[src/sv/pru_pkg.sv]
// pru_pkg: shared types and constants for the pixel replicate upscaler
// no dependencies; used by pru_ctrl, pru_out and the top level by scoped names

package pru_pkg;

  localparam int MAX_WIDTH   = 1024;
  localparam int ADDR_W      = $clog2(MAX_WIDTH);
  localparam int COL_W       = 11;
  localparam int SCALE_W     = 7;
  localparam int PIXEL_W     = 24;
  localparam int PAD_W       = 2;
  localparam int SCALE_LIMIT = 100;
  localparam int OUT_DATA_W  = 40;

  // input kinds carried in tuser
  localparam logic KIND_PIXEL = 1'b0;
  localparam logic KIND_TICK  = 1'b1;

  // result status carried in tuser
  localparam logic STATUS_OK      = 1'b0;
  localparam logic STATUS_REFUSED = 1'b1;

  // configuration register indexes
  localparam logic REG_SCALE     = 1'b0;
  localparam logic REG_SRC_WIDTH = 1'b1;

  typedef struct packed {
    logic [PIXEL_W-1:0] pixel;
    logic               from_ram;
    logic [SCALE_W-1:0] repeat_res;
    logic [PAD_W-1:0]   pad_bytes;
    logic               row_end;
    logic               status;
  } run_t;

endpackage

[src/sv/pru_out.sv]
// pru_out: ram read stage and output register with stall handling
// depends on pru_pkg; takes runs from pru_ctrl and read data from pru_ram

module pru_out (
  input  logic                           clk,
  input  logic                           rst,
  input  logic                           accept,
  input  logic                           res_valid,
  input  pru_pkg::run_t                  res,
  input  logic [pru_pkg::PIXEL_W-1:0]    ram_rdata,
  output logic                           in_ready,
  output logic                           out_valid,
  input  logic                           out_ready,
  output logic [pru_pkg::OUT_DATA_W-1:0] out_data,
  output logic                           out_last,
  output logic                           out_user
);

  logic          s1_valid;
  pru_pkg::run_t s1;
  logic          out_free;

  logic [pru_pkg::PIXEL_W-1:0] s1_pixel;
  logic [pru_pkg::SCALE_W-1:0] o_repeat;
  logic [pru_pkg::PAD_W-1:0]   o_pad;
  logic [pru_pkg::PIXEL_W-1:0] o_pixel;

  assign out_free = !out_valid || out_ready;
  assign in_ready = !s1_valid || out_free;
  // ram data holds while no read is issued, so a stalled stage keeps it
  assign s1_pixel = s1.from_ram ? ram_rdata : s1.pixel;

  always_ff @(posedge clk) begin
    if (rst) begin
      s1_valid  <= 1'b0;
      out_valid <= 1'b0;
    end else begin
      if (out_free) begin
        out_valid <= s1_valid;
      end
      if (in_ready) begin
        s1_valid <= accept && res_valid;
      end
    end
  end

  always_ff @(posedge clk) begin
    if (in_ready) begin
      s1 <= res;
    end
    if (out_free) begin
      o_pixel  <= s1_pixel;
      o_repeat <= s1.repeat_res;
      o_pad    <= s1.pad_bytes;
      out_last <= s1.row_end;
      out_user <= s1.status;
    end
  end

  assign out_data = {
    (pru_pkg::OUT_DATA_W - pru_pkg::PIXEL_W - pru_pkg::SCALE_W - pru_pkg::PAD_W)'(0),
    o_pad, o_repeat, o_pixel
  };

endmodule

[config.mk]
export PLATFORM = sky130hd
export DESIGN_NAME = pru_out
export DESIGN_NICKNAME = d
export VERILOG_FILES = /design/src/sv/pru_pkg.sv /design/src/sv/pru_out.sv
export SDC_FILE = /design/constraint.sdc
export NUM_CORES = 1
export LEC_CHECK = 0
export ABC_AREA = 1
export BUFFER_PORTS_ARGS = -buffer_cell sky130_fd_sc_hd__buf_4
export CORE_MARGIN = 5
export CORE_UTILIZATION = 50
export CTS_CLUSTER_DIAMETER = 200
export DETAILED_ROUTE_END_ITERATION = 12
export GPL_TIMING_DRIVEN = 0
export PLACE_DENSITY_LB_ADDON = 0.25
export SLEW_MARGIN = 20
export SYNTH_ARGS = -nofsm -noshare
export SYNTH_HDL_FRONTEND = slang
export SYNTH_SLANG_ARGS = --single-unit
[constraint.sdc]
create_clock -name clk -period 3 [get_ports clk]
set_clock_uncertainty 0.2 [all_clocks]
set_input_delay 0.15 -clock clk [delete_from_list [all_inputs] [get_ports clk]]
set_output_delay 0.15 -clock clk [all_outputs]
set_load 0.005 [all_outputs]
== After elaboration in Yosys (flattened, before gate mapping) ==
Cells that the tools add are included.

* Logic and storage cells: 19
* Input port bits: 65
* Output and inout port bits: 44
* Register bits after elaboration: 73

* Reduce and logical (&&, ||, !) cells: 5
* Muxes and demuxes: 1

{| class="wikitable"
|+ Operators with widths
! kind !! count
|-
| 24-bit 2-to-1 mux || 1
|-
| 1-bit zero test || 2
|-
| 1-bit logical OR || 2
|-
| 1-bit logical AND || 1
|}

== Depth between registers and ports, before layout ==
Gate-level depths: netlist of the first run.

* Word-level depth: 3
* Mapped depth: 4

== Least setup slack after synthesis of the first run ==
OpenSTA, ideal clock, no wires.

* Kind: reg-to-reg
* From: register out_valid
* To: register s1[0] (netlist name) (enable)
* Cell stages (with the launch flop): 2
* Data required time: 2182 ps
* Period minus slack after synthesis: 2057 ps
* Setup time: 618 ps
* Arrival time: 1238 ps
* Path slack: 943 ps
* Path through: dfxtp_1 nand3_1

* Longest elaborated chain between the ends: 3

{| class="wikitable"
|+ Ends and longest elaborated chain
! item !! line !! source
|-
| start, declared || pru_out.sv:12 || <nowiki>output logic out_valid,</nowiki>
|-
| start signal, assigned || pru_out.sv:39 || <nowiki>out_valid <= s1_valid;</nowiki>
|-
| 1-bit zero test || pru_out.sv:28 || <nowiki>assign out_free = !out_valid || out_ready;</nowiki>
|-
| 1-bit logical OR || pru_out.sv:28 ||
|-
| 1-bit logical OR || pru_out.sv:29 || <nowiki>assign in_ready = !s1_valid || out_free;</nowiki>
|-
| named net in_ready || pru_out.sv:11 || <nowiki>output logic in_ready,</nowiki>
|-
| end signal, assigned || pru_out.sv:49 || <nowiki>s1 <= res;</nowiki>
|-
| end, declared || pru_out.sv:20 || <nowiki>pru_pkg::run_t s1;</nowiki>
|}

The timed path passes the listed nets, and every way through them passes these cells.
A chain may end at the register's enable or synchronous reset.

== Final worst setup path of the first run ==
* From: register out_valid
* To: output port in_ready

* Longest elaborated chain between the ends: 3

{| class="wikitable"
|+ Ends and longest elaborated chain
! item !! line
|-
| 1-bit zero test || pru_out.sv:28
|-
| 1-bit logical OR || pru_out.sv:28
|-
| 1-bit logical OR || pru_out.sv:29
|-
| end, declared || pru_out.sv:11
|}

No other way between the ends.

==> results.py, run 1 <==
metrics = {
    "outcome": {
        "run_status": "complete, no violations",
    },
    "layout": {
        "stdcell_area_mm2": 0.00434,
        "final_net_count": 412,
        "drive_gt1_frac": 0.372,
        "register_area_mm2": 0.00217,
        "flow.area_growth_from_synthesis_pct": 65.3,
        "antennaDiodeCount": 0,
        "num-fill-cells": 245,
        "footprint_of_the_multi_input_gates_um2": 282,
    },
    "setup_path": {
        "r2r-end": "s1[34]",
        "timing.reg2reg.setup_slack_ps": 1370,
        "critPathTopFamily": "simple AND/OR/NAND/NOR gates",
        "worstSetupEndpointType": "output port",
        "startpoint_type": "flop",
        "critical_path.max_stage_delay_ps": 440,
        "rr_startpoint": "out_valid",
        "critical_path.max_fanout": 19,
        "crit_arrival_ps": 1480,
        "cp.required_ps": 2650,
        "crit_path_top_delay_cell": "sky130_fd_sc_hd__nand3_2",
        "worstSetupPathType": "flop to output port",
        "worst-r2r-cell-count": 2,
        "crit_path_cell_trace": "nand3_2 -> buf_4",
        "worstPathBufferInverterCount": 1,
        "crit_cells": 2,
    },
    "run": {
        "cap_viol_max_count": 0,
    },
    "power": {
        "p_clk_frac": 0.324,
        "seq_power_share": 0.555,
        "power.net_switching_uw": 435,
        "leakage_nw": 1.94,
        "power-per-cell-area_mw_per_mm2": 503,
        "sw_frac_of_total": 0.199,
        "vdd_drop_max_uv": 410,
        "p_int_mw": 1.75,
        "pwr-share-comb": 0.121,
    },
    "min_path": {
        "holdCritPathClass": "flop to flop",
        "start_point_of_the_worst_hold_path": "s1[6]",
        "min_delay_path_depth": 0,
        "hold_path_end": "o_repeat[2]",
    },
    "timing": {
        "time_the_final_worst_path_needs_with_i_o_delays_and_setup_ps": 1830,
        "finalSetupViolCount": 0,
        "worst_slew_pin_slew_ps": 833,
        "grt_setup_unrepaired": "no",
        "timing.final.max_slew_violations": 0,
        "timing.final.crit_share": 0.608,
        "slew_headroom": 0.443,
        "fin_tns_setup_ps": 0,
        "timing.final.hold_violations": 0,
        "max_freq_mhz": 548,
    },
    "grt": {
        "pin_count_of_the_biggest_net_entering_global_routing": 37,
        "grt_first_pass_wirelength_um": 9550,
        "gr-usage-all-layers": 0.199,
        "grt_pass1_vias": 1938,
        "grt.overflow.total": 0,
        "antenna_violations_before_repair": 0,
    },
    "drt": {
        "routed-via-count": 1912,
        "detail_route.vias_per_cell": 4.53,
        "detail_route.wirelength_um": 6370,
        "detail_route.wl_per_cell_um": 15.1,
        "detail_route.iter0.violations": 113,
        "drc": 0,
        "firstDrtPassIters": 4,
        "antenna_nets_post_route": 0,
    },
    "synth": {
        "ys_seq_area_frac": 0.828,
        "synth.largest_area_cell": "sky130_fd_sc_hd__edfxtp_1",
        "synthesis.area_per_instance_um2": 15.9,
        "synth-warning-count": 0,
        "syn_area_mm2": 0.00262,
        "synth_top_area_share": 0.813,
        "syn-instance-count": 165,
        "synth_top_cells_by_area": "sky130_fd_sc_hd__edfxtp_1 (81%), sky130_fd_sc_hd__o21ai_0 (3.8%), sky130_fd_sc_hd__inv_1 (3.7%)",
        "ys_ff_latch": 73,
        "synth_cell_types": 14,
    },
    "place": {
        "hpwlAfterDp_um": 3460,
        "place.gp.congestion": 0.726,
        "placed_cell_area_mm2": 0.00353,
        "placement.io_buffers": 101,
    },
    "clock_network": {
        "insertion_delay_ps": 330,
        "clk_pin_slew_ps": 70,
        "tritoncts": "yes",
        "cts_buffers": 9,
        "clock_tree.htree_level_count": 3,
        "clock-sinks": 73,
        "clock_path_buffers": 2,
        "clock_root_buffer": "sky130_fd_sc_hd__clkbuf_8",
    },
    "die": {
        "die_outline_height_um": 82.4,
        "core.rowCount": 26,
        "initial_core_util": 0.514,
        "core_mm2": 0.00511,
        "pin_count": 109,
        "design.die.area_mm2": 0.00680,
        "die-width_um": 82.4,
    },
}
worst max-delay path by stage:
stage                          end  startpoint
after global routing      in_ready   out_valid
after CTS                 in_ready   out_valid
after floorplan              s1[0]   out_valid
after global placement      s1[20]   out_valid
final                     in_ready   out_valid
after detailed placement    s1[20]   out_valid
per-stage QoR:
| step | std cells | hold WS (ps) | setup slack (ps) | power, mW | utilization |
|---|---|---|---|---|---|
| detailed placement | 343 | 118 | 1400 | 1.42 | 0.691 |
| CTS | 422 | 223 | 1180 | 2.19 | 0.849 |
| global route | 422 | 231 | 1060 | 2.28 | 0.849 |
| global placement | 342 | 114 | 530 | 1.42 | 0.684 |
| floorplan | 171 | 19.1 | 943 | 1.28 | - |
| finish | 422 | 221 | 1170 | 2.18 | 0.849 |
registers in the layout, indices dropped and copies added (netlist names):
signal / flops
out_last: 1
out_valid: 1
o_pad: 2
s1: 36
s1_valid: 1
o_repeat: 7
out_user: 1
o_pixel: 24
cell families after synthesis:
logic type,share of synthesized area
AO/OA/AOI/OAI,0.0553
flip-flops,0.828
other,0.00143
AND/OR/NAND/NOR,0.0391
buffers and inverters,0.0763
power groups by stage:
stage	combinational, mW	clock, mW	sequential (mW)
after floorplan	0.0489	0	1.23
after global placement	0.187	0	1.23
after detailed placement	0.191	0	1.23
after CTS	0.257	0.722	1.21
after global routing	0.288	0.780	1.21
final	0.265	0.707	1.21
routing by layer:
layer,GRT usage,up-vias,routed length (µm)
li1,-,921,-
met1,0.209,895,2240
met2,0.367,90,3480
met3,0.0618,6,597
met4,0.0748,0,48
met5,0,-,0
cell usage after synthesis:
cell type and number:
sky130_fd_sc_hd__o21ai_0 20, sky130_fd_sc_hd__a21oi_1 2, sky130_fd_sc_hd__o21ai_2 4, sky130_fd_sc_hd__edfxtp_1 71
sky130_fd_sc_hd__buf_8 2, sky130_fd_sc_hd__clkbuf_1 1, sky130_fd_sc_hd__buf_2 1, sky130_fd_sc_hd__nand3_1 1
sky130_fd_sc_hd__nand2_1 26, sky130_fd_sc_hd__buf_6 1, sky130_fd_sc_hd__conb_1 1, sky130_fd_sc_hd__buf_4 7
sky130_fd_sc_hd__dfxtp_1 2, sky130_fd_sc_hd__inv_1 26
final cells by class:
cell class                      instances  share of cell area
Buffer                                 12              0.0237
Clock buffer                           12              0.0312
Clock inverter                          4              0.0101
Inverter                               26              0.0225
Multi-Input combinational cell         60              0.0649
Sequential cell                        73               0.501
Tap cell                               70              0.0202
Timing Repair Buffer                  165               0.327
cells in the final DEF, fill, tap and decap left out, drive strengths merged:
cell type / count
a21oi: 2
buf: 113
bufinv: 1
clkbuf: 13
clkinv: 3
conb: 7
dfxtp: 2
dlygate4sd3: 63
edfxtp: 71
inv: 26
nand2: 26
nand3: 1
o21ai: 24
timing repair:
action | in CTS | in global routing
hold buffers | 63 | 0
setup buffers | 0 | 0
hold endpoints to repair | 62 | 0
resized for setup | 0 | 0
(Power assumes the default switching activity.)
==> inputs of run 2 (changes only) <==
--- a/config.mk
+++ b/config.mk
@@ -5,10 +5,10 @@
 export SDC_FILE = /design/constraint.sdc
 export NUM_CORES = 1
 export LEC_CHECK = 0
-export ABC_AREA = 1
+export ABC_AREA = 0
 export BUFFER_PORTS_ARGS = -buffer_cell sky130_fd_sc_hd__buf_4
 export CORE_MARGIN = 5
-export CORE_UTILIZATION = 50
+export CORE_UTILIZATION = 43
 export CTS_CLUSTER_DIAMETER = 200
 export DETAILED_ROUTE_END_ITERATION = 12
 export GPL_TIMING_DRIVEN = 0
==> constraint.sdc (replaced) <==
create_clock -name clk -period 1.6 [get_ports clk]
set_clock_uncertainty 0.2 [all_clocks]
set_input_delay 0.08 -clock clk [delete_from_list [all_inputs] [get_ports clk]]
set_output_delay 0.08 -clock clk [all_outputs]
set_load 0.005 [all_outputs]
==> run 2 against run 1 <==
Effect of this change: clock-buffer cell count down 2; non-clock buffer count up 2; worst hold slack worse by 73 ps; wire length down 8.4%; sequential share of layout area down 0.96 points; critical path depth up 1; flip-flop and latch count unchanged; synthesized cell count down 31%; highest routed layer unchanged; area after synthesis up 1.2%.
==> results.py, run 2 <==
metrics = {
    "setup_path": {
        "timing.reg2reg.setup_slack_ps": 170,
        "timing.critical_path.to": "o_pixel[5]",
        "startpoint_type": "flop",
        "r2r-end": "o_pixel[5]",
        "critical_path.max_fanout": 10,
        "worstSetupEndpointType": "flop",
        "critPathLaunch": "s1[11]",
        "cp.required_ps": 1490,
        "worst-r2r-cell-count": 3,
        "rr_startpoint": "s1[11]",
        "crit_arrival_ps": 1320,
        "worstSetupPathType": "flop to flop",
    },
    "clock_network": {
        "clock_tree.htree_level_count": 3,
        "cts_buffers": 9,
        "tritoncts": "yes",
        "cts-resized-gates": 0,
        "insertion_delay_ps": 330,
        "clock_root_buffer": "sky130_fd_sc_hd__clkbuf_8",
        "clk_pin_slew_ps": 80,
        "clock-sinks": 73,
        "clock_path_buffers": 2,
    },
    "timing": {
        "timing.final.max_slew_violations": 0,
        "finalSetupViolCount": 0,
        "whs_ps": 149,
        "grt_setup_unrepaired": "no",
        "time_the_final_worst_path_needs_with_i_o_delays_and_setup_ps": 1430,
        "fin_tns_setup_ps": 0,
        "max_freq_mhz": 699,
        "timing.final.hold_violations": 0,
        "timing.final.crit_share": 0.894,
    },
    "synth": {
        "synth_enable_flop_cells": 71,
        "main_flop_type_after_synthesis": "sky130_fd_sc_hd__edfxtp_1",
        "syn_area_mm2": 0.00266,
        "syn-instance-count": 114,
        "synth-warning-count": 0,
        "synth_top_area_share": 0.803,
        "ys_seq_area_frac": 0.818,
        "synth_cell_types": 13,
        "synth.largest_area_cell": "sky130_fd_sc_hd__edfxtp_1",
        "top_cell_types_by_occurrence_after_synthesis": "sky130_fd_sc_hd__edfxtp_1 (71), sky130_fd_sc_hd__mux2_4 (20), sky130_fd_sc_hd__buf_4 (7), sky130_fd_sc_hd__mux2_2 (4)",
        "share_of_synthesized_flip_flops_with_an_asynchronous_set_or_reset": 0,
        "synth.most_common_cell": "sky130_fd_sc_hd__edfxtp_1",
        "ys_ff_latch": 73,
        "synthesis.area_per_instance_um2": 23.3,
        "synth_top_cells_by_area": "sky130_fd_sc_hd__edfxtp_1 (80%), sky130_fd_sc_hd__mux2_4 (11%), sky130_fd_sc_hd__buf_4 (2.0%)",
    },
    "drt": {
        "drc": 0,
        "detail_route.wl_per_cell_um": 15.4,
        "detail_route.wirelength_um": 5840,
        "detail_route.iter0.violations": 45,
        "firstDrtPassIters": 4,
        "detail_route.vias_per_cell": 4.35,
        "routed-via-count": 1654,
        "antenna_nets_post_route": 0,
    },
    "layout": {
        "drive_gt1_frac": 0.511,
        "flow.area_growth_from_synthesis_pct": 66.6,
        "final_net_count": 365,
        "antennaDiodeCount": 0,
        "reg_top3": "s1 x36, o_pixel x24, o_repeat x7",
        "mostFrequentLayoutCell": "sky130_fd_sc_hd__buf_4",
        "registers.top_by_ff_count": "s1",
        "stdcell_area_mm2": 0.00442,
        "final_cell_mix": "sky130_fd_sc_hd__buf_4 (110), sky130_fd_sc_hd__edfxtp_1 (71), sky130_fd_sc_hd__dlygate4sd3_1 (63)",
        "final_cell_count_no_fill": 380,
        "largest_reg_flops": 36,
    },
    "die": {
        "pin_count": 109,
        "die_outline_height_um": 88.6,
        "design.die.area_mm2": 0.00785,
        "initial_core_util": 0.446,
        "die-width_um": 88.6,
        "core_mm2": 0.00596,
        "core.rowCount": 28,
    },
    "power": {
        "power-per-cell-area_mw_per_mm2": 938,
        "vdd_drop_max_uv": 906,
        "leakage_nw": 1.91,
    },
    "min_path": {
        "holdCritPathClass": "input port to flop",
    },
    "grt": {
        "pin_count_of_the_biggest_net_entering_global_routing": 22,
        "grt.overflow.total": 0,
        "antenna_violations_before_repair": 0,
        "grt_pass1_vias": 1789,
        "grt_first_pass_wirelength_um": 8700,
        "gr-usage-all-layers": 0.156,
    },
    "place": {
        "placed_cell_area_mm2": 0.00359,
        "place.gp.congestion": 0.662,
        "place_inst": 299,
        "placement.io_buffers": 101,
    },
    "run": {
        "cap_viol_max_count": 0,
    },
    "outcome": {
        "run_status": "complete, no violations",
    },
}
## run 2: cell count changes after synthesis, sizes merged
cell | before | now
inv | 26 | 1
nand2 | 26 | 1
mux2 | 0 | 24
o21ai | 24 | 0
buf | 11 | 10
clkbuf | 1 | 0
nand2b | 0 | 1
nand3 | 1 | 0
nand3b | 0 | 1
## run 2: power breakdown
part           switching, mW  internal (mW)
logic                  0.142          0.379
registers             0.0352           2.23
clock network          0.655          0.710
## run 2: worst max-delay path: stages (launching register included)
cell	delay, ps
sky130_fd_sc_hd__edfxtp_1	380
sky130_fd_sc_hd__buf_6	150
sky130_fd_sc_hd__buf_12	150
sky130_fd_sc_hd__mux2_4	300
## run 2: final cells by class
type,count,area (µm²)
inverter,1,3.75
sequential,73,2170
timing repair buffer,169,1460
clock buffer,10,128
fill,375,1530
clock inverter,6,58.8
tap,75,93.8
multi-input combinational,36,402
buffer,10,104
## run 2: cell families after synthesis
| group | Yosys count | share of synthesized area |
|---|---|---|
| flops | 73 | 0.818 |
| mux | 24 | 0.130 |
| buf+inv | 11 | 0.0405 |
| simple gates | 3 | 0.00660 |
| compound gates | 2 | 0.00377 |
| other cells | 1 | 0.00141 |
## run 2: per-layer routing
metal / up-vias / GRT usage / part of all wire
met5: - / 0 / 0
met4: 0 / 0.0742 / 0.019
met3: 10 / 0.0615 / 0.084
met2: 64 / 0.286 / 0.55
met1: 781 / 0.152 / 0.35
li1: 799 / - / -
## run 2: repair_timing
item,4_1_cts,5_1_grt
hold buffers,63,0
hold endpoints to repair,62,0
endpoints found under the setup margin,25,0
buffers inserted,2,0
## run 2: how the worst min path moves through the flow
stage               from         to  slack, ps  cells past startpoint
2_1_floorplan        rst  out_valid        -60                      1
3_3_place_gp         rst  out_valid         40                      2
3_5_place_dp         rst  out_valid         40                      2
4_1_cts        out_ready      s1[0]        140                      3
5_1_grt        out_ready      s1[0]        140                      3
6_report       out_ready      s1[0]        150                      3
## run 2: per-stage QoR
step / setup slack [ps] / power, mW / utilization
finish: 170 / 4.15 / 0.743
global route: 130 / 4.32 / 0.743
CTS: 168 / 4.18 / 0.743
detailed placement: -268 / 2.70 / 0.603
global placement: -930 / 2.68 / 0.593
floorplan: -417 / 2.44 / -
