$ cat config.mk
export PLATFORM = sky130hd
export DESIGN_NAME = pru_ctrl
export DESIGN_NICKNAME = d
export VERILOG_FILES = /design/src/sv/pru_pkg.sv /design/src/sv/pru_ctrl.sv
export SDC_FILE = /design/constraint.sdc
export NUM_CORES = 1
export LEC_CHECK = 0
export BUFFER_PORTS_ARGS = -buffer_cell sky130_fd_sc_hd__buf_2
export CAP_MARGIN = 30
export CORE_AREA = 5 5 96 98
export DETAILED_ROUTE_END_ITERATION = 8
export DIE_AREA = 0 0 101 103
export GPL_TIMING_DRIVEN = 0
export MAX_ROUTING_LAYER = met4
export PLACE_DENSITY = 0.76
export SLEW_MARGIN = 10
export SYNTH_ARGS = -nofsm -noshare
export SYNTH_HDL_FRONTEND = slang
export SYNTH_SLANG_ARGS = --single-unit
$ cat constraint.sdc
create_clock -name clk -period 4.55 [get_ports clk]
set_input_delay 0.455 -clock clk [delete_from_list [all_inputs] [get_ports clk]]
set_output_delay 0.455 -clock clk [all_outputs]
set_load 0.01 [all_outputs]
$ cat src/sv/pru_pkg.sv
// pru_pkg: shared types and constants for the pixel replicate upscaler
// no dependencies; used by pru_ctrl, pru_out and the top level by scoped names

package pru_pkg;

  localparam int MAX_WIDTH   = 1024;
  localparam int ADDR_W      = $clog2(MAX_WIDTH);
  localparam int COL_W       = 11;
  localparam int SCALE_W     = 7;
  localparam int PIXEL_W     = 24;
  localparam int PAD_W       = 2;
  localparam int SCALE_LIMIT = 100;
  localparam int OUT_DATA_W  = 40;

  // input kinds carried in tuser
  localparam logic KIND_PIXEL = 1'b0;
  localparam logic KIND_TICK  = 1'b1;

  // result status carried in tuser
  localparam logic STATUS_OK      = 1'b0;
  localparam logic STATUS_REFUSED = 1'b1;

  // configuration register indexes
  localparam logic REG_SCALE     = 1'b0;
  localparam logic REG_SRC_WIDTH = 1'b1;

  typedef struct packed {
    logic [PIXEL_W-1:0] pixel;
    logic               from_ram;
    logic [SCALE_W-1:0] repeat_res;
    logic [PAD_W-1:0]   pad_bytes;
    logic               row_end;
    logic               status;
  } run_t;

endpackage

$ cat src/sv/pru_ctrl.sv
// pru_ctrl: configuration registers, column counters and replay count
// depends on pru_pkg; drives the row buffer ram and hands at most one run per transaction

module pru_ctrl (
  input  logic                        clk,
  input  logic                        rst,
  input  logic                        cfg_we,
  input  logic                        cfg_index,
  input  logic [pru_pkg::COL_W-1:0]   cfg_data,
  input  logic                        accept,
  input  logic                        kind,
  input  logic [pru_pkg::PIXEL_W-1:0] pixel,
  output logic                        res_valid,
  output pru_pkg::run_t               res,
  output logic                        ram_we,
  output logic [pru_pkg::ADDR_W-1:0]  ram_waddr,
  output logic [pru_pkg::PIXEL_W-1:0] ram_wdata,
  output logic                        ram_re,
  output logic [pru_pkg::ADDR_W-1:0]  ram_raddr
);

  logic [pru_pkg::SCALE_W-1:0] scale;
  logic [pru_pkg::COL_W-1:0]   src_width;
  logic [pru_pkg::COL_W-1:0]   write_column;
  logic [pru_pkg::COL_W-1:0]   replay_column;
  logic [pru_pkg::SCALE_W-1:0] replays_left;

  logic [pru_pkg::SCALE_W-1:0] eff_scale;
  logic [pru_pkg::COL_W-1:0]   eff_width;
  logic [pru_pkg::COL_W-1:0]   last_col;
  logic [pru_pkg::PAD_W-1:0]   row_bytes_lo;
  logic [pru_pkg::PAD_W-1:0]   row_pad;
  logic                        write_end;
  logic                        replay_end;
  logic                        pending;

  always_comb begin
    if (scale == '0) begin
      eff_scale = pru_pkg::SCALE_W'(1);
    end else if (scale > pru_pkg::SCALE_W'(pru_pkg::SCALE_LIMIT)) begin
      eff_scale = pru_pkg::SCALE_W'(pru_pkg::SCALE_LIMIT);
    end else begin
      eff_scale = scale;
    end
    if (src_width == '0) begin
      eff_width = pru_pkg::COL_W'(1);
    end else if (src_width > pru_pkg::COL_W'(pru_pkg::MAX_WIDTH)) begin
      eff_width = pru_pkg::COL_W'(pru_pkg::MAX_WIDTH);
    end else begin
      eff_width = src_width;
    end
  end

  assign last_col = eff_width - pru_pkg::COL_W'(1);
  // bytes per row mod 4 only needs the low two bits of each factor
  assign row_bytes_lo = pru_pkg::PAD_W'(eff_width[1:0] * eff_scale[1:0] * 2'd3);
  assign row_pad      = pru_pkg::PAD_W'(-row_bytes_lo);
  assign write_end    = write_column >= last_col;
  assign replay_end   = replay_column >= last_col;
  assign pending      = replays_left != '0;

  always_comb begin
    res_valid      = 1'b0;
    res.pixel      = pixel;
    res.from_ram   = 1'b0;
    res.repeat_res = eff_scale;
    res.pad_bytes  = '0;
    res.row_end    = 1'b0;
    res.status     = pru_pkg::STATUS_OK;
    ram_we         = 1'b0;
    ram_re         = 1'b0;
    ram_waddr      = write_column[pru_pkg::ADDR_W-1:0];
    ram_wdata      = pixel;
    ram_raddr      = replay_column[pru_pkg::ADDR_W-1:0];
    case (kind)
      pru_pkg::KIND_PIXEL: begin
        res_valid = 1'b1;
        if (pending) begin
          res.pixel      = '0;
          res.repeat_res = '0;
          res.status     = pru_pkg::STATUS_REFUSED;
        end else begin
          ram_we      = accept;
          res.row_end = write_end;
          res.pad_bytes = write_end ? row_pad : '0;
        end
      end
      pru_pkg::KIND_TICK: begin
        res_valid = pending;
        ram_re    = accept && pending;
        res.from_ram  = 1'b1;
        res.row_end   = replay_end;
        res.pad_bytes = replay_end ? row_pad : '0;
      end
      default: begin
        res_valid = 1'b0;
      end
    endcase
  end

  always_ff @(posedge clk) begin
    if (rst) begin
      scale         <= pru_pkg::SCALE_W'(1);
      src_width     <= pru_pkg::COL_W'(1);
      write_column  <= '0;
      replay_column <= '0;
      replays_left  <= '0;
    end else begin
      if (cfg_we) begin
        case (cfg_index)
          pru_pkg::REG_SCALE:     scale <= cfg_data[pru_pkg::SCALE_W-1:0];
          pru_pkg::REG_SRC_WIDTH: src_width <= cfg_data;
          default: ;
        endcase
      end
      if (accept) begin
        if (kind == pru_pkg::KIND_PIXEL) begin
          if (!pending) begin
            if (write_end) begin
              write_column  <= '0;
              replay_column <= '0;
              replays_left  <= eff_scale - pru_pkg::SCALE_W'(1);
            end else begin
              write_column <= write_column + pru_pkg::COL_W'(1);
            end
          end
        end else if (pending) begin
          if (replay_end) begin
            replay_column <= '0;
            replays_left  <= replays_left - pru_pkg::SCALE_W'(1);
          end else begin
            replay_column <= replay_column + pru_pkg::COL_W'(1);
          end
        end
      end
    end
  end

endmodule

# Word-level counts from Yosys, hierarchy flattened

Index checks and enable logic that the tools add are counted.
Widths: inputs -> output; s select.

Add/subtract/negate cells: 6
$mul: 2
Magnitude comparators: 4
Eq/ne operators: 3
Muxes and demuxes: 30
Bitwise operators: 3
Reduce and logical (&&, ||, !) cells: 10

Operators with widths:

| kind                  | number |
|---|---|
| $mux 11               | 8 |
| $mux 7                | 9 |
| $mux 24               | 2 |
| $add 11x1->11 const B | 2 |
| $ge 11x11->1          | 2 |
| $sub 7x1->7 const B   | 2 |
| $gt 11x11->1 const B  | 1 |
| $logic_not 11->1      | 1 |
| $sub 11x1->11 const B | 1 |
| $gt 7x7->1 const B    | 1 |
| $logic_not 7->1       | 1 |
| $reduce_bool 7->1     | 1 |
| $mux 1                | 6 |
| $pmux 3 s2            | 1 |
| $reduce_and 5->1      | 1 |
| $mux 2                | 2 |
| $ne 2x2->1 const B    | 2 |
| $reduce_and 2->1      | 2 |
| $reduce_and 4->1      | 1 |
| $mux 3                | 1 |
| $not 1->1             | 3 |
| $reduce_and 3->1      | 1 |
| $mul 2x1->2 const B   | 1 |
| $mul 2x2->2           | 1 |
| other kinds (5)       | 5 |

Bits in registers: 47
Input bits: 41
Output and inout bits: 83
Logic and storage cells: 63

# Logic depth before layout (Yosys ltp)

Gate-level depths: netlist (run 1).

Word-level depth: 9
Depth in mapped cells: 19
Depth with buffers taken out: 17

# Worst setup path after synthesis (run 1)

OpenSTA, ideal clock, no wires.

Path type: reg-to-output
Start: register src_width[4] in the netlist's numbering
End: output res[2] in the netlist's numbering
Data arrival time: 4.221 ns
Required time: 4.095 ns
Slack: -0.126 ns
Cell stages (with the launch flop): 18
Buffers on the path: 1
Cell sequence: dfxtp_1 or4_1 nor4_1 nand2_1 nand2b_1 nand2_1 ha_1 clkbuf_1 nor2_1 a41oi_1 ha_1 or3b_2 or4_4 and3_4 a211oi_1 nor3_1 nor3_2 and3b_1

RTL lines:

| element                | line            | text |
|---|---|---|
| from (decl)            | pru_ctrl.sv:23  | `logic [pru_pkg::COL_W-1:0] src_width;` |
| from (signal assigned) | pru_ctrl.sv:104 | `src_width <= pru_pkg::COL_W'(1);` |
| from (signal assigned) | pru_ctrl.sv:112 | `pru_pkg::REG_SRC_WIDTH: src_width <= cfg_data;` |
| to (decl)              | pru_ctrl.sv:14  | `output pru_pkg::run_t res,` |

==> results by group, run 1 <==
Power and ir drop
  • Clock power frac: 16.5%
  • Switch Pwr: 754 uW
  • Pwr Density: 351 nW/um2
  • Sw frac: 43.4%
  • Comb pwr share: a little under three fifths
  • Final Power: 1.74 mW
  • Pint: slightly below 1 mW
  • Worst vdd ir: 0.236 mV
  • Flop pwr share: roughly 28%
  • LEAKAGE: 2.29 nW

GRT
  • Global-route wire length before repair: 18.0 mm
  • GR Layer Usage met3: 3.18%
  • All-layer global routing usage: 21.7%
  • Gr ovfl total: 0
  • Pin count of the biggest net entering global routing: 14
  • Vias in the first global route: 3,990
  • Antenna violations before repair: 0
  • Met1 usage: 24.8%
  • GRT busiest layer: met2
  • Met2 Resource Use GR: 38.5%

Yosys
  • Ys flop type: dfxtp_1
  • Sequential area share after synthesis: 25.1%
  • Yosys warns: 0
  • Ranking of synthesized cells by area: dfxtp_1, buf_4, ha_1, nand2_1, nor2_1
  • Cells after Synth: 496
  • Cell taking the most area after synthesis: dfxtp_1
  • Post-synth EDFFs: 0
  • Share of the synthesized area in the top cell type: 25.1%
  • Synth Net Count: 558
  • Post-Syn Area per Cell: around 7.6 um2
  • Yosys reg bits: 47
  • Post-Syn Area: 3750 um2
  • Count of cell types in the netlist: between 60 and 70
  • Post-synth ARST share: 0%

Die
  • Die X-Extent: 101 um
  • I/O pin cnt: 124
  • Chip height: 103 um
  • Die Footprint: 10,400 um2
  • Initial Util: 44.7%
  • Row cnt: 34
  • Area of the core: 8380 um2

Critical path
  • Critical-path maximum fanout: 7
  • Buf/Inv on CP: 1
  • Crit path kind: flip-flop to primary output
  • Worst setup SP type: flip-flop
  • Worst Path Required: 4.09 ns
  • WP data arrival: 4.33 ns
  • CP Cell Sequence: or4_4, nor4_4, nand2_1, nand2b_1, nand2_4, ha_4, nor2_4, a41oi_4, ha_4, or3b_4, or4_4, and3_4, o21a_1, nand2_2, nor3_4, nor3_2, and3b_2, buf_6
  • Top Family by Delay on Critical Path: simple AND/OR/NAND/NOR gates
  • Delay of the slowest cell on the worst path: 0.55 ns
  • CP Capture Type: primary output
  • Crit path max-delay cell type: or4_4

Clocking
  • Clock Latency Late Sink: about 0.30 ns
  • CTS root buf: clkbuf_8
  • H-tree levels: 2
  • CTS buffer count: 5
  • Clock sinks: between 40 and 50
  • Clock Pin Slew Worst Setup and Hold Paths: 0.09 ns
  • CTS Hold Buffers Added: 0
  • Clk buf depth: 2
  • CTS tree: built

Status
  • Status: complete, but fails checks
  • Failing checks: setup timing

Timing
  • Hold Fails Final Rpt: 0
  • Relative slew slack: 46.7%
  • TNS Setup: -0.603 ns
  • Worst-Margin Slew: 0.792 ns
  • Max-slew violation count: 0
  • Min Tclk post-route: between 4 and 5 ns
  • Final Cycle Share: 105%
  • RSZ-0062 raised after global routing: yes
  • Final setup fails: 3
  • Clock Skew: around 0.010 ns
  • Final WS setup: -0.234 ns
  • Max frequency: 0.209 GHz

Finish
  • N_diodes: 0
  • Layout cell share with drive strength beyond 1: 37.1%
  • Area Overhead vs Synth: 32.0%
  • Design Area, Final: 4950 um2
  • NumNets Final: 708

Route
  • Via count: 4,079
  • DR WL/cell: 14.6 um
  • WL final: about 11 mm
  • Residual DRC: 0
  • Iteration-0 DRC Markers: approximately 190
  • Antenna-violating nets left: 0
  • Router iterations before antenna repair: 5
  • Via-per-instance ratio: 5.40

Placed design
  • Gpl congestion: 0.928
  • Dpl cell area: 4570 um2
  • IO buf count: approximately 120
  • Detail Placement HPWL: 8.35 mm
  • Post-Place Setup Slack: -0.368 ns

Flow run
  • Total of max-cap violations: 0

Min path
  • Worst Hold Class: primary input to flip-flop
==> sequential cells by signal, summed over array words and instances (netlist names) <==
signal         count
write_column      11
src_width         11
replay_column     11
scale              7
replays_left       7
==> worst register-to-register path, delay by kind of cell (launching register included) <==
family | cells | cell delay [ns]
fa+ha+maj | 2 | 0.53
flops | 1 | 0.35
buf+inv | 1 | 0.18
compound gates | 4 | 0.70
simple gates | 11 | 2.48
==> cell usage in the layout, fill, tap and decap left out, drive strengths merged, types with 3 or more instances in the layout <==
cell type,instances
buf,192
nand2,63
nor2,50
dfxtp,47
a21oi,31
and2,30
clkbuf,22
ha,21
nand3,17
nor3,14
and3,14
o21ai,14
xor2,12
inv,10
a22oi,10
a21o,9
nand2b,8
a31oi,6
mux2,6
nor4,6
nor2b,5
o21a,4
or4,4
a41oi,4
xnor2,4
o31ai,3
a311oi,3
a2111oi,3
nand4,3
a211oi,3
==> synthesized netlist by cell type (all sizes together), types with 3 or more instances <==
master and number:
a21o 9, a31oi 6, o21a 4, nor2 50
o31ai 3, buf 48, xnor2 4, a211oi 3
clkbuf 15, or4 4, mux2 6, ha 21
dfxtp 47, a2111oi 3, and3 14, xor2 12
a311oi 3, nor4 6, nor3 14, and2 30
nand2b 8, o21ai 14, a41oi 4, a21oi 31
nand2 63, inv 10, a22oi 10, nor2b 5
nand4 3, nand3 17
==> through the flow <==
stage | hold slack (ns) | std cells | util [%]
2_1_floorplan | 0.446 | 496 | -
3_5_place_dp | 0.473 | 727 | 54.6
3_3_place_gp | 0.464 | 727 | 54.6
5_1_grt | 0.395 | 755 | 59.1
6_report | 0.382 | 755 | 59.1
4_1_cts | 0.381 | 753 | 58.7
==> kinds of logic after synthesis <==
group | share of synthesized area [%]
buffers and inverters | 12.1
flip-flops | 25.1
adder cells (fa/ha/maj) | 7.31
AO/OA/AOI/OAI | 18.5
XOR/XNOR | 3.74
multiplexers | 2.34
AND/OR/NAND/NOR | 30.9
==> power groups by stage <==
stage / clock network, mW / registers [mW] / logic (mW)
after floorplan: 0 / 0.477 / 0.614
after global placement: 0 / 0.486 / 0.883
after detailed placement: 0 / 0.487 / 0.907
after CTS: 0.290 / 0.476 / 0.962
after global routing: 0.304 / 0.482 / 1.07
final: 0.286 / 0.477 / 0.973
==> metal layers <==
metal	wire, um	vias to the layer above
met1	4510	1882
met2	5680	163
met3	585	29
li1	-	2005
met5	0	-
met4	280	0
==> repair_timing <==
item | in CTS | in global routing
gates resized for setup | 22 | 2
endpoints found under the setup margin | 30 | 3
pin swaps | 12 | 1
setup buffers | 19 | 2
==> layout make-up <==
cell class                      count  area (um2)
Clock buffer                        8         100
Sequential cell                    47         950
Tap cell                          108         135
Multi-Input combinational cell    375        2520
Inverter                           11        42.5
Buffer                             62         413
Fill cell                         741        3430
Timing Repair Buffer              144         786
==> worst paths after layout <==
path | start | to | slack (ns) | cells after the start
setup / recovery | src_width[5] | res[2] | -0.23 | 18
hold / removal | cfg_data[7] | src_width[7] | 0.38 | 3
setup reg to reg | src_width[5] | replay_column[6] | 0.19 | 18
hold reg to reg | scale[1] | scale[1] | 0.50 | 2
Power figures use the tool's default switching activity.
==> run 2: changes to the inputs <==
--- a/config.mk
+++ b/config.mk
@@ -5,14 +5,16 @@
 export SDC_FILE = /design/constraint.sdc
 export NUM_CORES = 1
 export LEC_CHECK = 0
+export ABC_AREA = 1
 export BUFFER_PORTS_ARGS = -buffer_cell sky130_fd_sc_hd__buf_2
 export CAP_MARGIN = 30
-export CORE_AREA = 5 5 96 98
+export CORE_AREA = 2 2 95 97
 export DETAILED_ROUTE_END_ITERATION = 8
-export DIE_AREA = 0 0 101 103
+export DIE_AREA = 0 0 97 99
 export GPL_TIMING_DRIVEN = 0
 export MAX_ROUTING_LAYER = met4
-export PLACE_DENSITY = 0.76
+export PLACE_DENSITY = 0.77
+export REMOVE_ABC_BUFFERS = 1
 export SLEW_MARGIN = 10
 export SYNTH_ARGS = -nofsm -noshare
 export SYNTH_HDL_FRONTEND = slang
==> run 2 against run 1 <==
Net effect: the run now ends clean; synthesized cell count grew 30%; final area shrank 7.6%; setup slack gained 0.51 ns; sequential cell count is the same; sequential power grew 23%; global-route usage grew 0.87 points; critical endpoint unchanged.
==> results by group, run 2 <==
Clocking
  • CTS Hold Buffers Added: 0 (unchanged)
  • Clk buf depth: 2 (unchanged)
  • CTS buffer count: 5 (unchanged)
  • Clock sinks: 47 (unchanged)
  • Clock Latency Late Sink: 0.31 ns (about the same)
  • CTS root buf: clkbuf_8
  • H-tree levels: 2 (unchanged)
  • Clock Pin Slew Worst Setup and Hold Paths: 0.09 ns (about the same)
  • CTS tree: built

Finish
  • # fillers: 874 (+18%)
  • Final Util: 53.5% (-5.6 points)
  • Area Overhead vs Synth: 13.4%
  • Design Area, Final: 4570 um2 (-7.6%)
  • Largest registers: replay_column x11, src_width x11, write_column x11
  • Layout cell share with drive strength beyond 1: 23.2% (-14 points)
  • Most frequent cells in the layout: nor2_1, buf_2, nand2_1
  • Register Area: 941 um2 (-0.92%)
  • Area of the multi-input gates: 2310 um2 (-8.6%)
  • NumNets Final: 784 (+11%)
  • Commonest non-fill, non-tap cell in the layout: nor2_1
  • N_diodes: 0 (unchanged)

Critical path
  • Critical Path Source: src_width[3]
  • Worst setup SP type: flip-flop
  • Crit path kind: flip-flop to primary output
  • CP Capture Type: primary output
  • Critical-path maximum fanout: 14 (+7)
  • Worst Path Required: 4.09 ns (about the same)
  • Slack of the worst reg-to-reg path: 0.95 ns (+0.76 ns)
  • Reg-to-Reg Start: src_width[3]
  • WP data arrival: 3.82 ns (-0.51 ns)

Die
  • I/O pin cnt: 124 (unchanged)
  • Chip height: 99 um (-3.9%)
  • Initial Util: 47.1% (+2.4 points)
  • Area of the core: 8550 um2 (+2.0%)
  • Die Footprint: 9600 um2 (-7.7%)
  • Row cnt: 34 (unchanged)
  • Die X-Extent: 97 um (-4.0%)

Power and ir drop
  • Pwr Density: 487 nW/um2 (+39%)
  • Worst vdd ir: 0.307 mV (+30%)
  • LEAKAGE: 2.48 nW (+8.0%)
  • Final Power: 2.23 mW (+28%)

Yosys
  • Ranking of synthesized cells by area: dfxtp_1, nor2_1, nand2_1, inv_1, buf_4
  • Post-Syn Area: 4030 um2 (+7.5%)
  • Count of cell types in the netlist: 41 (-34%)
  • Count leader, synth: nor2_1
  • Yosys reg bits: 47 (unchanged)
  • Share of the synthesized area in the top cell type: 23.3% (-1.8 points)
  • Top post-synthesis cells by count: nor2_1, nand2_1, inv_1, dfxtp_1, buf_4
  • Yosys warns: 0 (unchanged)
  • Cells after Synth: 645 (+30%)
  • Post-synth ARST share: 0% (unchanged)
  • Post-synth EDFFs: 0 (unchanged)
  • Sequential area share after synthesis: 23.3% (-1.8 points)
  • Cell taking the most area after synthesis: dfxtp_1
  • Ys flop type: dfxtp_1
  • Post-Syn Area per Cell: 6.25 um2 (-17%)

Timing
  • Worst-Margin Slew: 0.609 ns (-0.183 ns)
  • Relative slew slack: 58.8% (+12 points)
  • Clock Skew: 0.00746 ns (-0.00276 ns)
  • Final Cycle Share: 94.0% (-11 points)
  • Max-slew violation count: 0 (unchanged)
  • Min Tclk post-route: 4.28 ns (-0.507 ns)
  • Final setup fails: 0 (-3)
  • Final WS setup: 0.273 ns (+0.507 ns)
  • Hold Fails Final Rpt: 0 (unchanged)
  • Max frequency: 0.234 GHz (+12%)

Placed design
  • Gpl congestion: 0.919 (-0.95%)
  • Detail Placement HPWL: 8.59 mm (+2.9%)
  • IO buf count: 123 (unchanged)
  • Dpl cell area: 4410 um2 (-3.6%)
  • Post-Place Setup Slack: 0.446 ns (+0.815 ns)

GRT
  • Global-route wire length before repair: 17.5 mm (-3.0%)
  • Vias in the first global route: 3,900 (-2.3%)
  • All-layer global routing usage: 22.6% (+0.87 points)
  • Antenna violations before repair: 0 (unchanged)
  • Gr ovfl total: 0 (unchanged)
  • Pin count of the biggest net entering global routing: 34 (+20)

Route
  • Via-per-instance ratio: 4.98 (-7.9%)
  • Residual DRC: 0 (unchanged)
  • Router iterations before antenna repair: 4 (-1)
  • Via count: 4,137 (+1.4%)
  • Antenna-violating nets left: 0 (unchanged)
  • Iteration-0 DRC Markers: 101 (-46%)
  • WL final: 10.7 mm (-3.3%)
  • DR WL/cell: 12.9 um (-12%)

Min path
  • Worst Hold Class: primary input to flip-flop
  • Hold Crit Start: rst

Flow run
  • Total of max-cap violations: 0 (unchanged)

Status
  • Status: complete, no violations
==> run 2: changes by cell type in the layout (fill, tap and decap cells not counted), sizes merged, moves of 14 or more <==
cell    previous run  this run
and2              30         3
nand3             17        39
buf              192       129
nor2              50       135
clkbuf            22         5
and3              14         0
inv               10        98
nand2             63       123
o21ai             14        31
nand4              3        18
==> run 2: what timing repair did <==
item / in CTS / in global routing
setup endpoints to repair: 0 / 3
buffers inserted: 0 / 4
resized for setup: 0 / 2
==> run 2: final cells by class <==
class / instances / share of cell area [%]
clock inverters: 3 / 0.958
well taps: 108 / 2.96
multi-input cells: 439 / 50.5
repair buffers: 129 / 15.3
inverters: 100 / 8.21
flip-flops and latches: 47 / 20.6
clock buffers: 5 / 1.51
==> run 2: stage by stage <==
step | hold slack (ns) | TNS, ns | std cells
after detailed placement | 0.493 | 0 | 819
after global routing | 0.321 | -0.0175 | 831
after CTS | 0.306 | 0 | 827
after global placement | 0.484 | 0 | 817
after floorplan | 0.452 | 0 | 586
final | 0.320 | 0 | 831
==> run 2: metal layers <==
metal  part of all wire [%]  global-route usage (%)  vias to the layer above
met5                      0                       -                        -
met3                    4.6                    3.19                       15
met1                     41                    24.5                     1872
li1                       -                       -                     2129
met4                    2.2                    7.37                        0
met2                     52                    42.4                      121
==> run 2: logic make-up after synthesis <==
| kind of cell | Yosys count | synth area share (%) |
|---|---|---|
| AOI/OAI and AO/OA | 62 | 9.19 |
| xor gates and xnor gates | 21 | 4.56 |
| adders and majority gates | 21 | 6.52 |
| buffers and inverters | 159 | 19.7 |
| DFF | 47 | 23.3 |
| and+or+nand+nor | 335 | 36.7 |
==> run 2: worst max-delay path, cell delays in order (launching register included) <==
cell,delay (ns)
dfxtp_1,0.41
nor2_2,0.15
nand3_2,0.11
o21bai_4,0.21
nand2_2,0.19
ha_1,0.28
inv_1,0.09
a21oi_2,0.07
nor2_1,0.25
ha_1,0.30
nand2_1,0.10
nor2_1,0.05
a211oi_1,0.18
o21ai_0,0.10
o21ai_0,0.07
nand2_1,0.06
nand2_1,0.05
nand2_1,0.05
nand2_1,0.15
nand3_4,0.20
nand3b_1,0.22
nor3_1,0.06
buf_2,0.15
==> run 2: report_power, final <==
| group | leakage [nW] | internal (mW) | total, mW | switching, mW |
|---|---|---|---|---|
| Clock | 0.0581 | 0.164 | 0.319 | 0.155 |
| Sequential | 0.384 | 0.488 | 0.588 | 0.100 |
| Combinational | 2.03 | 0.484 | 1.32 | 0.836 |
==> run 2: worst paths after layout <==
| check | endpoint | depth (start not counted) |
|---|---|---|
| worst max register to register | replay_column[5] | 23 |
| worst min register to register | scale[0] | 2 |
| worst min-delay path | write_column[1] | 2 |
| worst max-delay path | res[2] | 22 |
